### src/design/cpra_pkg.sv
// ----------------------------------------------------------------------------
// Contiguous page run allocator package
// Shared constants, opcodes, transfer payload types and the bit search helper.
// ----------------------------------------------------------------------------
package cpra_pkg;

    // The page map is kept as words of this many pages.
    localparam int WORD_W    = 32;
    localparam int WORD_SH   = 5;

    localparam int PAGES_DEF = 256;
    localparam int RUN_LEN_W = 9;
    localparam int PAGE_W    = 8;

    localparam logic [1:0] OP_FIND = 2'd0;
    localparam logic [1:0] OP_TAKE = 2'd1;
    localparam logic [1:0] OP_FREE = 2'd2;

    typedef struct packed {
        logic [1:0]        opcode;
        logic [PAGE_W-1:0] page_index;
    } req_t;

    typedef struct packed {
        logic              found;
        logic [PAGE_W-1:0] run_start;
    } rsp_t;

    // Position of the lowest set bit of a map word (zero when none is set).
    function automatic logic [WORD_SH-1:0] lowest_set(input logic [WORD_W-1:0] w);
        logic [WORD_SH-1:0] pos;
        pos = '0;
        for (int i = WORD_W - 1; i >= 0; i--) begin
            if (w[i])
            begin
                pos = WORD_SH'(i);
            end
        end
        return pos;
    endfunction

endpackage

### src/design/contiguous_page_run_allocator_unit.sv
// ----------------------------------------------------------------------------
// Contiguous page run allocator
// First-fit style page bitmap with find, take-run and free-run requests.
// ----------------------------------------------------------------------------
// Usage: a request transfer (req_valid, req_stall, req) carries an opcode and
// a first page. Find reports the lowest free page if the run_length pages from
// there are all free and inside the disk, and not-found otherwise without
// searching further. Take and free mark run_length pages from page_index;
// pages past the end are skipped. Every request gives one response transfer
// (rsp_valid, rsp_stall, rsp). The run length is written through cfg_we and
// cfg_data while no request is in flight.
// Sequence: the map is read one 32-page word at a time; each word is read and
// then checked. A find checks words up to the first free page, makes one bound
// check, checks the words of the run and then gives its result; a mark reads
// and writes each word it touches and then gives its result. The next request
// can be taken once the result has been loaded into the output register.
// Reset leaves every page free and the run length at 1. req_stall is high
// while a request is worked on. A stalled response waits in the output
// register; the next request is still taken and its result waits behind it.
// ----------------------------------------------------------------------------
module contiguous_page_run_allocator_unit #(
    parameter int PAGES = cpra_pkg::PAGES_DEF
) (
    input  logic                            clk,
    input  logic                            rst_n,
    input  logic                            req_valid,
    output logic                            req_stall,
    input  cpra_pkg::req_t                  req,
    output logic                            rsp_valid,
    input  logic                            rsp_stall,
    output cpra_pkg::rsp_t                  rsp,
    input  logic                            cfg_we,
    input  logic [cpra_pkg::RUN_LEN_W-1:0]  cfg_data
);

    localparam int NUM_WORDS = (PAGES + cpra_pkg::WORD_W - 1) / cpra_pkg::WORD_W;
    localparam int WA_W      = (NUM_WORDS > 1) ? $clog2(NUM_WORDS) : 1;

    logic                        res_done;
    logic                        res_take;
    cpra_pkg::rsp_t              res;
    logic [WA_W-1:0]             map_addr;
    logic [cpra_pkg::WORD_W-1:0] map_rd_data;
    logic                        map_wr_en;
    logic [cpra_pkg::WORD_W-1:0] map_wr_data;

    logic                        rsp_valid_reg;
    cpra_pkg::rsp_t              rsp_reg;

    cpra_ctrl #(
        .PAGES (PAGES)
    ) u_ctrl (
        .clk         (clk),
        .rst_n       (rst_n),
        .req_valid   (req_valid),
        .req_stall   (req_stall),
        .req         (req),
        .cfg_we      (cfg_we),
        .cfg_data    (cfg_data),
        .res_done    (res_done),
        .res_take    (res_take),
        .res         (res),
        .map_addr    (map_addr),
        .map_rd_data (map_rd_data),
        .map_wr_en   (map_wr_en),
        .map_wr_data (map_wr_data)
    );

    cpra_map #(
        .PAGES (PAGES)
    ) u_map (
        .clk     (clk),
        .rst_n   (rst_n),
        .rd_addr (map_addr),
        .rd_data (map_rd_data),
        .wr_en   (map_wr_en),
        .wr_addr (map_addr),
        .wr_data (map_wr_data)
    );

    // The output register can load when it is empty or being emptied now.
    assign res_take = !rsp_valid_reg || !rsp_stall;

    always_ff @(posedge clk or negedge rst_n)
    begin
        if (!rst_n)
        begin
            rsp_valid_reg <= 1'b0;
        end
        else if (res_done && res_take)
        begin
            rsp_valid_reg <= 1'b1;
        end
        else if (!rsp_stall)
        begin
            rsp_valid_reg <= 1'b0;
        end
    end

    always_ff @(posedge clk)
    begin
        if (res_done && res_take)
        begin
            rsp_reg <= res;
        end
    end

    assign rsp_valid = rsp_valid_reg;
    assign rsp       = rsp_reg;

endmodule

### src/design/cpra_map.sv
// ----------------------------------------------------------------------------
// Page map storage
// Word-wide free map with one valid bit per word; an unwritten word reads as
// all pages free. Read data is registered, one write port.
// ----------------------------------------------------------------------------
module cpra_map #(
    parameter int  PAGES     = cpra_pkg::PAGES_DEF,
    localparam int NUM_WORDS = (PAGES + cpra_pkg::WORD_W - 1) / cpra_pkg::WORD_W,
    localparam int WA_W      = (NUM_WORDS > 1) ? $clog2(NUM_WORDS) : 1
) (
    input  logic                          clk,
    input  logic                          rst_n,
    input  logic [WA_W-1:0]               rd_addr,
    output logic [cpra_pkg::WORD_W-1:0]   rd_data,
    input  logic                          wr_en,
    input  logic [WA_W-1:0]               wr_addr,
    input  logic [cpra_pkg::WORD_W-1:0]   wr_data
);

    logic [cpra_pkg::WORD_W-1:0] words_reg [NUM_WORDS];
    logic [NUM_WORDS-1:0]        valid_reg;
    logic [cpra_pkg::WORD_W-1:0] rd_word_reg;
    logic                        rd_valid_reg;

    always_ff @(posedge clk)
    begin
        if (wr_en)
        begin
            words_reg[wr_addr] <= wr_data;
        end
        rd_word_reg <= words_reg[rd_addr];
    end

    always_ff @(posedge clk or negedge rst_n)
    begin
        if (!rst_n)
        begin
            valid_reg    <= '0;
            rd_valid_reg <= 1'b0;
        end
        else
        begin
            if (wr_en)
            begin
                valid_reg[wr_addr] <= 1'b1;
            end
            rd_valid_reg <= valid_reg[rd_addr];
        end
    end

    assign rd_data = rd_valid_reg ? rd_word_reg : '1;

endmodule

### src/design/cpra_ctrl.sv
// ----------------------------------------------------------------------------
// Allocator sequencer
// Walks the page map one word at a time through a shared range mask and
// compare unit, for both the free page search and run check or marking.
// ----------------------------------------------------------------------------
module cpra_ctrl #(
    parameter int  PAGES     = cpra_pkg::PAGES_DEF,
    localparam int NUM_WORDS = (PAGES + cpra_pkg::WORD_W - 1) / cpra_pkg::WORD_W,
    localparam int WA_W      = (NUM_WORDS > 1) ? $clog2(NUM_WORDS) : 1
) (
    input  logic                            clk,
    input  logic                            rst_n,
    input  logic                            req_valid,
    output logic                            req_stall,
    input  cpra_pkg::req_t                  req,
    input  logic                            cfg_we,
    input  logic [cpra_pkg::RUN_LEN_W-1:0]  cfg_data,
    output logic                            res_done,
    input  logic                            res_take,
    output cpra_pkg::rsp_t                  res,
    output logic [WA_W-1:0]                 map_addr,
    input  logic [cpra_pkg::WORD_W-1:0]     map_rd_data,
    output logic                            map_wr_en,
    output logic [cpra_pkg::WORD_W-1:0]     map_wr_data
);

    localparam int POS_W     = $clog2(PAGES + 512);
    localparam int SH        = cpra_pkg::WORD_SH;

    localparam logic [POS_W-1:0] PAGES_P   = POS_W'(PAGES);
    localparam logic [WA_W-1:0]  LAST_WORD = WA_W'(NUM_WORDS - 1);

    localparam logic [2:0] S_IDLE  = 3'd0;
    localparam logic [2:0] S_FRD   = 3'd1;
    localparam logic [2:0] S_FCHK  = 3'd2;
    localparam logic [2:0] S_BOUND = 3'd3;
    localparam logic [2:0] S_RRD   = 3'd4;
    localparam logic [2:0] S_RCHK  = 3'd5;
    localparam logic [2:0] S_DONE  = 3'd6;

    logic [2:0]                     state_reg, state_next;
    logic [1:0]                     op_reg, op_next;
    logic [WA_W-1:0]                word_reg, word_next;
    logic [POS_W-1:0]               start_reg, start_next;
    logic [POS_W-1:0]               end_reg, end_next;
    logic                           found_reg, found_next;
    logic [cpra_pkg::RUN_LEN_W-1:0] run_len_reg;

    logic [POS_W-1:0]               add_a, sum;
    logic [POS_W-1:0]               base;
    logic [POS_W-1:0]               m_start, m_end;
    logic [POS_W-1:0]               lo_diff, hi_diff, end_m1;
    logic [SH-1:0]                  lo;
    logic                           hi_full;
    logic [cpra_pkg::WORD_W-1:0]    mask, masked;
    logic [WA_W-1:0]                last_run;
    logic                           len_zero;
    logic                           accept;

    // Shared adder: request page plus run length, or found page plus run length.
    assign add_a    = (state_reg == S_IDLE) ? POS_W'(req.page_index) : start_reg;
    assign sum      = add_a + POS_W'(run_len_reg);
    assign len_zero = (run_len_reg == '0);

    // Shared range mask unit over the current word: pages in [m_start, m_end).
    assign base    = POS_W'({word_reg, {SH{1'b0}}});
    assign m_start = (state_reg == S_FCHK) ? '0 : start_reg;
    assign m_end   = (state_reg == S_FCHK) ? PAGES_P : end_reg;
    assign lo_diff = m_start - base;
    assign hi_diff = m_end - base;
    assign lo      = (m_start > base) ? lo_diff[SH-1:0] : '0;
    assign hi_full = (hi_diff >= POS_W'(cpra_pkg::WORD_W));
    assign mask    = ({cpra_pkg::WORD_W{1'b1}} << lo)
                   & (hi_full ? {cpra_pkg::WORD_W{1'b1}}
                              : ~({cpra_pkg::WORD_W{1'b1}} << hi_diff[SH-1:0]));
    assign masked  = map_rd_data & mask;

    assign end_m1   = end_reg - POS_W'(1);
    assign last_run = end_m1[WA_W+SH-1:SH];

    assign accept    = req_valid && (state_reg == S_IDLE);
    assign req_stall = (state_reg != S_IDLE);
    assign res_done  = (state_reg == S_DONE);
    assign map_addr  = word_reg;

    always_comb
    begin
        res.found     = found_reg;
        res.run_start = (op_reg == cpra_pkg::OP_FIND && found_reg)
                      ? start_reg[cpra_pkg::PAGE_W-1:0] : '0;
    end

    always_comb
    begin
        state_next  = state_reg;
        op_next     = op_reg;
        word_next   = word_reg;
        start_next  = start_reg;
        end_next    = end_reg;
        found_next  = found_reg;
        map_wr_en   = 1'b0;
        map_wr_data = map_rd_data;

        case (state_reg)
            S_IDLE:
            begin
                if (accept)
                begin
                    op_next = req.opcode;
                    case (req.opcode)
                        cpra_pkg::OP_FIND:
                        begin
                            word_next  = '0;
                            state_next = S_FRD;
                        end
                        cpra_pkg::OP_TAKE, cpra_pkg::OP_FREE:
                        begin
                            found_next = 1'b1;
                            if (len_zero || POS_W'(req.page_index) >= PAGES_P)
                            begin
                                state_next = S_DONE;
                            end
                            else
                            begin
                                start_next = POS_W'(req.page_index);
                                end_next   = (sum > PAGES_P) ? PAGES_P : sum;
                                word_next  = WA_W'(req.page_index >> SH);
                                state_next = S_RRD;
                            end
                        end
                        default:
                        begin
                            found_next = 1'b0;
                            state_next = S_DONE;
                        end
                    endcase
                end
            end
            S_FRD:
            begin
                state_next = S_FCHK;
            end
            S_FCHK:
            begin
                if (|masked)
                begin
                    start_next = base + POS_W'(cpra_pkg::lowest_set(masked));
                    state_next = S_BOUND;
                end
                else if (word_reg == LAST_WORD)
                begin
                    found_next = 1'b0;
                    state_next = S_DONE;
                end
                else
                begin
                    word_next  = word_reg + WA_W'(1);
                    state_next = S_FRD;
                end
            end
            S_BOUND:
            begin
                // The word that holds the found page is still selected.
                if (len_zero)
                begin
                    found_next = 1'b1;
                    state_next = S_DONE;
                end
                else if (sum > PAGES_P)
                begin
                    found_next = 1'b0;
                    state_next = S_DONE;
                end
                else
                begin
                    end_next   = sum;
                    state_next = S_RRD;
                end
            end
            S_RRD:
            begin
                state_next = S_RCHK;
            end
            S_RCHK:
            begin
                if (op_reg == cpra_pkg::OP_TAKE)
                begin
                    map_wr_en   = 1'b1;
                    map_wr_data = map_rd_data & ~mask;
                end
                else if (op_reg == cpra_pkg::OP_FREE)
                begin
                    map_wr_en   = 1'b1;
                    map_wr_data = map_rd_data | mask;
                end

                if (op_reg == cpra_pkg::OP_FIND && masked != mask)
                begin
                    found_next = 1'b0;
                    state_next = S_DONE;
                end
                else if (word_reg == last_run)
                begin
                    found_next = 1'b1;
                    state_next = S_DONE;
                end
                else
                begin
                    word_next  = word_reg + WA_W'(1);
                    state_next = S_RRD;
                end
            end
            S_DONE:
            begin
                if (res_take)
                begin
                    state_next = S_IDLE;
                end
            end
            default:
            begin
                state_next = S_IDLE;
            end
        endcase
    end

    always_ff @(posedge clk or negedge rst_n)
    begin
        if (!rst_n)
        begin
            state_reg   <= S_IDLE;
            run_len_reg <= cpra_pkg::RUN_LEN_W'(1);
        end
        else
        begin
            state_reg <= state_next;
            if (cfg_we)
            begin
                run_len_reg <= cfg_data;
            end
        end
    end

    always_ff @(posedge clk)
    begin
        op_reg    <= op_next;
        word_reg  <= word_next;
        start_reg <= start_next;
        end_reg   <= end_next;
        found_reg <= found_next;
    end

endmodule

### config.mk
export PLATFORM = sky130hd
export DESIGN_NAME = contiguous_page_run_allocator_unit
export DESIGN_NICKNAME = d
export VERILOG_FILES = /design/src/design/cpra_pkg.sv /design/src/design/contiguous_page_run_allocator_unit.sv /design/src/design/cpra_map.sv /design/src/design/cpra_ctrl.sv
export SDC_FILE = /design/constraint.sdc
export NUM_CORES = 1
export LEC_CHECK = 0
export BUFFER_PORTS_ARGS = -buffer_cell sky130_fd_sc_hd__buf_2
export CORE_MARGIN = 1.5
export CORE_UTILIZATION = 48
export CTS_BUF_LIST = sky130_fd_sc_hd__clkbuf_8
export DETAILED_ROUTE_END_ITERATION = 8
export GPL_ROUTABILITY_DRIVEN = 1
export GPL_TIMING_DRIVEN = 0
export PLACE_DENSITY = 0.74
export SYNTH_ARGS = -nofsm -noshare
export SYNTH_HDL_FRONTEND = slang
export SYNTH_HIERARCHICAL = 1
export SYNTH_SLANG_ARGS = --single-unit
### constraint.sdc
create_clock -name clk -period 5.3 [get_ports clk]
set_input_delay 0.53 -clock clk [delete_from_list [all_inputs] [get_ports clk]]
set_output_delay 0.53 -clock clk [all_outputs]
set_load 0.02 [all_outputs]
==> qor.csv, run 1 <==
stage;metric;value;unit
worst_setup_path;Worst Path Max Fanout;12;
place;area post-placement;17300;um^2
layout;Multi-input gate area;6050;um^2
routing;final WL;43300;um
clock_tree;Sink Count;343;
global_route;vias in the first global route;11000;
worst_setup_path;Setup crit end kind;flip-flop;
synth;top cells by area, synth;edfxtp_1 (53%), mux4_2 (9.2%), a21oi_1 (4.4%), dfxtp_1 (3.9%), dfrtp_1 (3.2%);
layout;Reg area;9870;um^2
place;GPL Wtd Cong;0.977;
global_route;first-pass GRT wire length;65600;um
worst_setup_path;WS Path Type;flip-flop to flip-flop;
synth;Yosys top cell area share;53.4;%
synth;post-synth top area cell;edfxtp_1;
layout;share of layout cells above drive strength 1;25.5;%
pwr;power after layout;11.0;mW
pwr;power per cell area;586;nW/um^2
sta;Final min period;5.18;ns
clock_tree;H-tree depth;2;
global_route;largest net degree at the start of global routing;23;
layout;Final Cell Area;18700;um^2
sta;Hold Vio Cnt, Final;0;
routing;routed len/inst;23.9;um
synth;Main synth FF type;edfxtp_1;
synth;Mapped Cells;1192;
synth;Synth Cell Area;16200;um^2
sta;Highest Clock Rate;193;MHz
clock_tree;worst-case clock buffer depth;3;
synth;distinct cell type count after synthesis;84;
sta;pins over their slew limit;0;
clock_tree;CTS tree;built;
routing;Detailed Route Iter0 Violations;986;
pwr;LEAKAGE;6.60;nW
routing;ANT nets after route;0;
layout;fin cells;1815;
sta;RSZ-0062 raised after global routing;false;
floorplanning;io pins;35;
synth;post-synthesis sequential area ratio;60.8;%
synth;most numerous cell in the Yosys netlist;edfxtp_1;
worst_hold_path;Hold Path Class;input port to flip-flop;
worst_setup_path;Data arrival, critical path;5.51;ns
worst_setup_path;crit path cell chain;buf_4 -> or3b_4 -> clkbuf_8 -> buf_6 -> nand2_1 -> ha_2 -> inv_1 -> fa_2 -> nor4b_2 -> mux2i_2 -> o32ai_4 -> buf_6 -> buf_12 -> a221oi_2 -> a2111oi_2 -> nand4_1 -> o31ai_4 -> a31oi_1 -> nor3_2 -> buf_4;
layout;fillers;2667;
synth;Ys Warns;6;
run_status;status;finished clean;
synth;EDFF count, synth;289;
sta;Final Setup Violations;0;
global_route;GRT Util Overall;24.8;%
worst_setup_path;crit start category;flip-flop;
layout;Nets;1369;
routing;DR vias/cell;6.00;
floorplanning;DIE WIDTH;187;um
place;Post-Place Worst Slack;-1.04;ns
sta;headroom to the max-slew limit;45.4;%
worst_setup_path;CP max stage cell;a2111oi_2;
place;buffers added on ports;33;
global_route;Remaining Overflow, GRT;0;
place;post-DP HPWL;31200;um
sta;Worst Skew;0.0225;ns
routing;via count;10900;
routing;# DRC;0;
synth;syn_nets;1239;
sta;fin crit share;97.8;%
sta;worst setup margin;0.117;ns
clock_tree;CTS root buf;clkbuf_8;
layout;ANT cells;0;
clock_tree;CTS buffer count;55;
floorplanning;Starting Density;48.5;%
clock_tree;CTS clk-pin slew, worst paths;0.06;ns
layout;Area growth, synth to finish;15.3;%
synth;Synth top cells by count;edfxtp_1 (289), a21oi_1 (144), nand2_1 (77);
synth;Post-synth ARST share;6.41;%
synth;Avg Cell Area, Syn;13.6;um^2
global_route;antenna violations before repair;0;
floorplanning;Die ar.;34900;um^2
synth;Yosys reg bits;343;
sta;setup TNS;0;ns
sta;Worst-Margin Slew;0.815;ns
flow_run;Max-cap violations;0;
layout;max reg flops;256;
sta;Hold WS;0.118;ns
place;DP Cell Count;1697;
pwr;maximum VDD drop;0.277;mV
clock_tree;clk_lat worst skew;0.61;ns
routing;Pre-Repair DR Iteration Count;6;
floorplanning;Die Y-Extent;187;um
worst_setup_path;Critical Path RT;5.62;ns
floorplanning;row count;67;
layout;fin util;56.0;%
worst_setup_path;Critical Path Max Stage Delay;0.49;ns
floorplanning;area of the core;33400;um^2
[report_power, final]
part	switching, mW	total [mW]	internal [mW]
clock network	1.04	2.24	1.20
registers	0.208	3.85	3.64
logic	3.02	4.87	1.85
[layout by cell type (no fill, tap or decap), drive strengths merged, types with 37 or more instances in the layout]
master	count
edfxtp	289
a21oi	145
buf	105
clkbuf	103
nand2	77
nor2	67
mux4	66
inv	50
o21ai	44
mux2	42
nand2b	37
[final timing paths]
kind | cells past startpoint | slack [ns] | to | from
setup / recovery | 20 | 0.12 | u_ctrl/map_addr[1]$_DFFE_PP_ | u_ctrl/state_reg[0]$_DFFE_PN0P_
hold / removal | 1 | 0.12 | u_ctrl/op_reg[1]$_DFFE_PP_ | req[9]
setup reg to reg | 20 | 0.12 | u_ctrl/map_addr[1]$_DFFE_PP_ | u_ctrl/state_reg[0]$_DFFE_PN0P_
hold reg to reg | 1 | 0.47 | u_map/valid_reg[1]$_DFFE_PN0P_ | u_map/valid_reg[1]$_DFFE_PN0P_
max in group asynchronous | 2 | 4.45 | u_map/valid_reg[1]$_DFFE_PN0P_ | rst_n
min in group asynchronous | 2 | 0.46 | u_ctrl/run_len_reg[6]$_DFFE_PN0P_ | rst_n
[routing by layer]
metal  wire length [um]  part of all wire, %  vias to the layer above  global-route usage, %
met5                  0                    0                        -                      0
met4               1420                  3.3                        0                   9.46
met3               2790                  6.4                       92                   4.03
met2              20500                   47                      459                   40.0
met1              18600                   43                     5455                   34.2
li1                   -                    -                     4878                      -
[what timing repair did]
item                                    in CTS  in global routing
endpoints found under the hold margin       21                  0
endpoints found under the setup margin     111                 25
buffers inserted                            10                  5
hold buffers                                 1                  0
gates cloned                                 0                  1
gates resized for setup                     25                 12
pin swaps                                   10                  9
[area by class of cell]
type | instances | share of cell area, %
sequential | 343 | 52.7
multi-input combinational | 737 | 32.3
clock buffer | 60 | 4.41
timing repair buffer | 74 | 3.08
tap | 448 | 2.99
buffer | 75 | 2.26
clock inverter | 42 | 1.47
inverter | 36 | 0.722
[cells by family after synthesis]
kind of cell / after synthesis / synth area share (%)
fa+ha+maj: 23 / 1.86
flops: 343 / 60.8
xor+xnor: 10 / 0.539
compound gates: 305 / 12.0
mux: 111 / 12.3
buf+inv: 112 / 3.30
simple gates: 288 / 9.22
[worst max-delay path, delay by kind of cell, from the launching register on]
kind | cells | cell delay, ns
AOI/OAI and AO/OA | 5 | 1.33
adders and majority gates | 2 | 0.57
buffers and inverters | 7 | 1.13
and+or+nand+nor | 5 | 1.33
muxes | 1 | 0.17
DFF | 1 | 0.36
Note: power is estimated with default switching activity, not from simulation.
==> run 2: changes to the inputs <==
--- a/config.mk
+++ b/config.mk
@@ -6,6 +6,7 @@
 export NUM_CORES = 1
 export LEC_CHECK = 0
 export BUFFER_PORTS_ARGS = -buffer_cell sky130_fd_sc_hd__buf_2
+export CORE_ASPECT_RATIO = 1.5
 export CORE_MARGIN = 1.5
 export CORE_UTILIZATION = 48
 export CTS_BUF_LIST = sky130_fd_sc_hd__clkbuf_8
==> run 2 against run 1 <==
  * The flow now finishes with violations (design-rule violations)
  * Worst hold slack improved by 0.0075 ns
  * Setup slack improved by 0.0013 ns
  * Non-clock buffer count grew 4
  * Via count up 0.72%
  * Largest cell class unchanged
==> qor.csv, run 2 (synthesis results as in run 1) <==
stage;metric;value;unit
sta;Worst Skew;0.0256;ns
pwr;internal power;6.55;mW
routing;final WL;45200;um
worst_setup_path;Buf/Inv on CP;8;
pwr;sw power;4.25;mW
clock_tree;CTS root buf;clkbuf_8;
pwr;sw frac;39.3;%
place;post-DP HPWL;32400;um
worst_setup_path;WS Path Type;flip-flop to flip-flop;
clock_tree;CTS buffer count;49;
pwr;maximum VDD drop;0.229;mV
routing;# DRC;18;
clock_tree;CTS tree;built;
sta;Worst-Margin Slew;0.906;ns
worst_setup_path;Data arrival, critical path;5.51;ns
worst_setup_path;Setup crit end kind;flip-flop;
place;GPL Wtd Cong;1.02;
routing;Pre-Repair DR Iteration Count;9;
sta;Final Setup Violations;0;
pwr;Comb power frac;45.5;%
sta;Final min period;5.18;ns
worst_setup_path;CP most frequent cell;buf_4;
routing;routed len/inst;25.4;um
global_route;antenna violations before repair;0;
layout;fin cells;1781;
flow_run;Max-cap violations;0;
clock_tree;Sink Count;343;
global_route;routing usage on met3;4.37;%
worst_setup_path;reg-to-reg endpoint;u_ctrl/map_addr[2]$_DFFE_PP_;
worst_setup_path;worst r2r src;u_ctrl/state_reg[0]$_DFFE_PN0P_;
routing;DR vias/cell;6.15;
pwr;LEAKAGE;6.52;nW
floorplanning;Die ar.;35000;um^2
place;buffers added on ports;33;
routing;via count;11000;
sta;Hold Vio Cnt, Final;0;
run_status;violated checks;design-rule violations;
floorplanning;area of the core;33300;um^2
global_route;GRT Util Overall;26.1;%
worst_setup_path;Worst Path Max Fanout;10;
pwr;clock network power share;18.9;%
sta;fin crit share;97.8;%
worst_setup_path;crit-path leading delay family;compound AO/OA/AOI/OAI gates;
global_route;most used routing layer;met2;
worst_setup_path;length in cells of the worst reg-to-reg path;21;
run_status;status;finished, violations left;
floorplanning;Die Y-Extent;228;um
clock_tree;CTS clk-pin slew, worst paths;0.06;ns
place;DP Cell Count;1670;
worst_setup_path;CP max stage cell;a2111oi_4;
layout;Final Cell Area;18600;um^2
routing;ANT nets after route;0;
pwr;Flop pwr share;35.7;%
worst_setup_path;Critical Path Max Stage Delay;0.45;ns
worst_hold_path;HP Start;req[8];
floorplanning;Starting Density;48.7;%
routing;Detailed Route Iter0 Violations;991;
sta;Highest Clock Rate;193;MHz
global_route;largest net degree at the start of global routing;26;
worst_hold_path;Hold EP;u_ctrl/op_reg[0]$_DFFE_PP_;
layout;commonest cells after routing, fill and taps aside;edfxtp_1 (289), a21oi_1 (142), nand2_1 (77), mux4_2 (66), nor2_1 (64);
pwr;power per cell area;582;nW/um^2
layout;commonest non-fill, non-tap cell in the layout;edfxtp_1;
worst_setup_path;crit start category;flip-flop;
global_route;Remaining Overflow, GRT;0;
layout;Area growth, synth to finish;14.4;%
floorplanning;DIE WIDTH;153;um
sta;pins over their slew limit;0;
global_route;GR Util met1;29.3;%
worst_setup_path;Critical Path RT;5.63;ns
sta;headroom to the max-slew limit;39.6;%
clock_tree;clk_lat worst skew;0.61;ns
clock_tree;H-tree depth;2;
layout;max reg flops;256;
global_route;first-pass GRT wire length;67400;um
clock_tree;worst-case clock buffer depth;3;
layout;Nets;1367;
global_route;met2 Use GR;44.9;%
global_route;vias in the first global route;11300;
floorplanning;row count;82;
floorplanning;io pins;35;
layout;share of layout cells above drive strength 1;25.0;%
place;area post-placement;17300;um^2
worst_hold_path;Hold Path Class;input port to flip-flop;
worst_setup_path;crit path cell chain;buf_4 -> or3b_4 -> clkbuf_8 -> buf_4 -> nand2_1 -> ha_2 -> inv_1 -> fa_2 -> xnor2_1 -> nand3b_1 -> buf_4 -> o32ai_4 -> buf_6 -> buf_8 -> a211oi_1 -> a2111oi_4 -> nand4_1 -> o31ai_4 -> a31oi_2 -> nor3_2 -> buf_4;
worst_hold_path;Worst Hold Depth;1;
worst_setup_path;flop2flop setup slack;0.12;ns
worst_setup_path;crit path launch;u_ctrl/state_reg[0]$_DFFE_PN0P_;
==> run 2: cell count changes in the layout (fill, tap and decap cells not counted), moves of 3 or more <==
cell	previous run	this run
inv_1	48	52
clkbuf_8	61	55
buf_8	3	7
clkinv_2	11	7
clkinvlp_4	0	3
clkinv_1	13	8
==> run 2: worst max path at each step <==
stage / endpoint / slack, ns / depth (start not counted)
CTS: u_ctrl/found_reg$_DFFE_PP_ / 0.002 / 19
detailed placement: u_ctrl/map_addr[1]$_DFFE_PP_ / -1.00 / 20
floorplan: u_map/words_reg[0][0]$_DFFE_PP_ / 0.39 / 4
finish: u_ctrl/map_addr[2]$_DFFE_PP_ / 0.12 / 21
global route: u_ctrl/map_addr[2]$_DFFE_PP_ / -0.01 / 21
global placement: u_map/valid_reg[0]$_DFFE_PN0P_ / -3.96 / 5
==> run 2: routing by layer <==
layer	part of all wire, %	up-vias
met1	37	5493
met4	7.8	0
met2	50	426
li1	-	4870
met5	0	-
met3	5.4	173
==> run 2: through the flow <==
step | utilization, % | hold WS, ns | worst slack, ns | power, mW | setup TNS, ns
after floorplan | - | 0.234 | 0.387 | 7.07 | 0
after global placement | 50.8 | 0.443 | -3.96 | 8.35 | -507.48
after detailed placement | 51.8 | 0.451 | -1.00 | 8.48 | -29.95
after CTS | 55.3 | 0.0946 | 0.00163 | 10.7 | 0
after global routing | 55.7 | 0.103 | -0.0132 | 11.3 | -0.0194
final | 55.7 | 0.125 | 0.118 | 10.8 | 0
==> run 2: power groups by stage <==
stage	Clock (mW)	Sequential (mW)	Combinational, mW
2_1_floorplan	0	3.82	3.25
3_3_place_gp	0	3.91	4.45
3_5_place_dp	0	3.89	4.59
4_1_cts	2.09	3.85	4.75
5_1_grt	2.18	3.88	5.26
6_report	2.04	3.85	4.91
==> run 2: area by class of cell <==
type	instances	area (um^2)
Antenna cell	1	2.50
Buffer	75	427
Clock buffer	54	743
Clock inverter	37	219
Fill cell	2702	14800
Inverter	36	135
Multi-Input combinational cell	737	6030
Sequential cell	343	9870
Tap cell	420	526
Timing Repair Buffer	78	618
==> run 2: repair_timing <==
action	4_1_cts	5_1_grt
hold buffers	1	0
pin swaps	9	11
buffers inserted	9	9
setup endpoints to repair	111	44
resized for setup	24	9
gates cloned	1	0
endpoints found under the hold margin	21	0
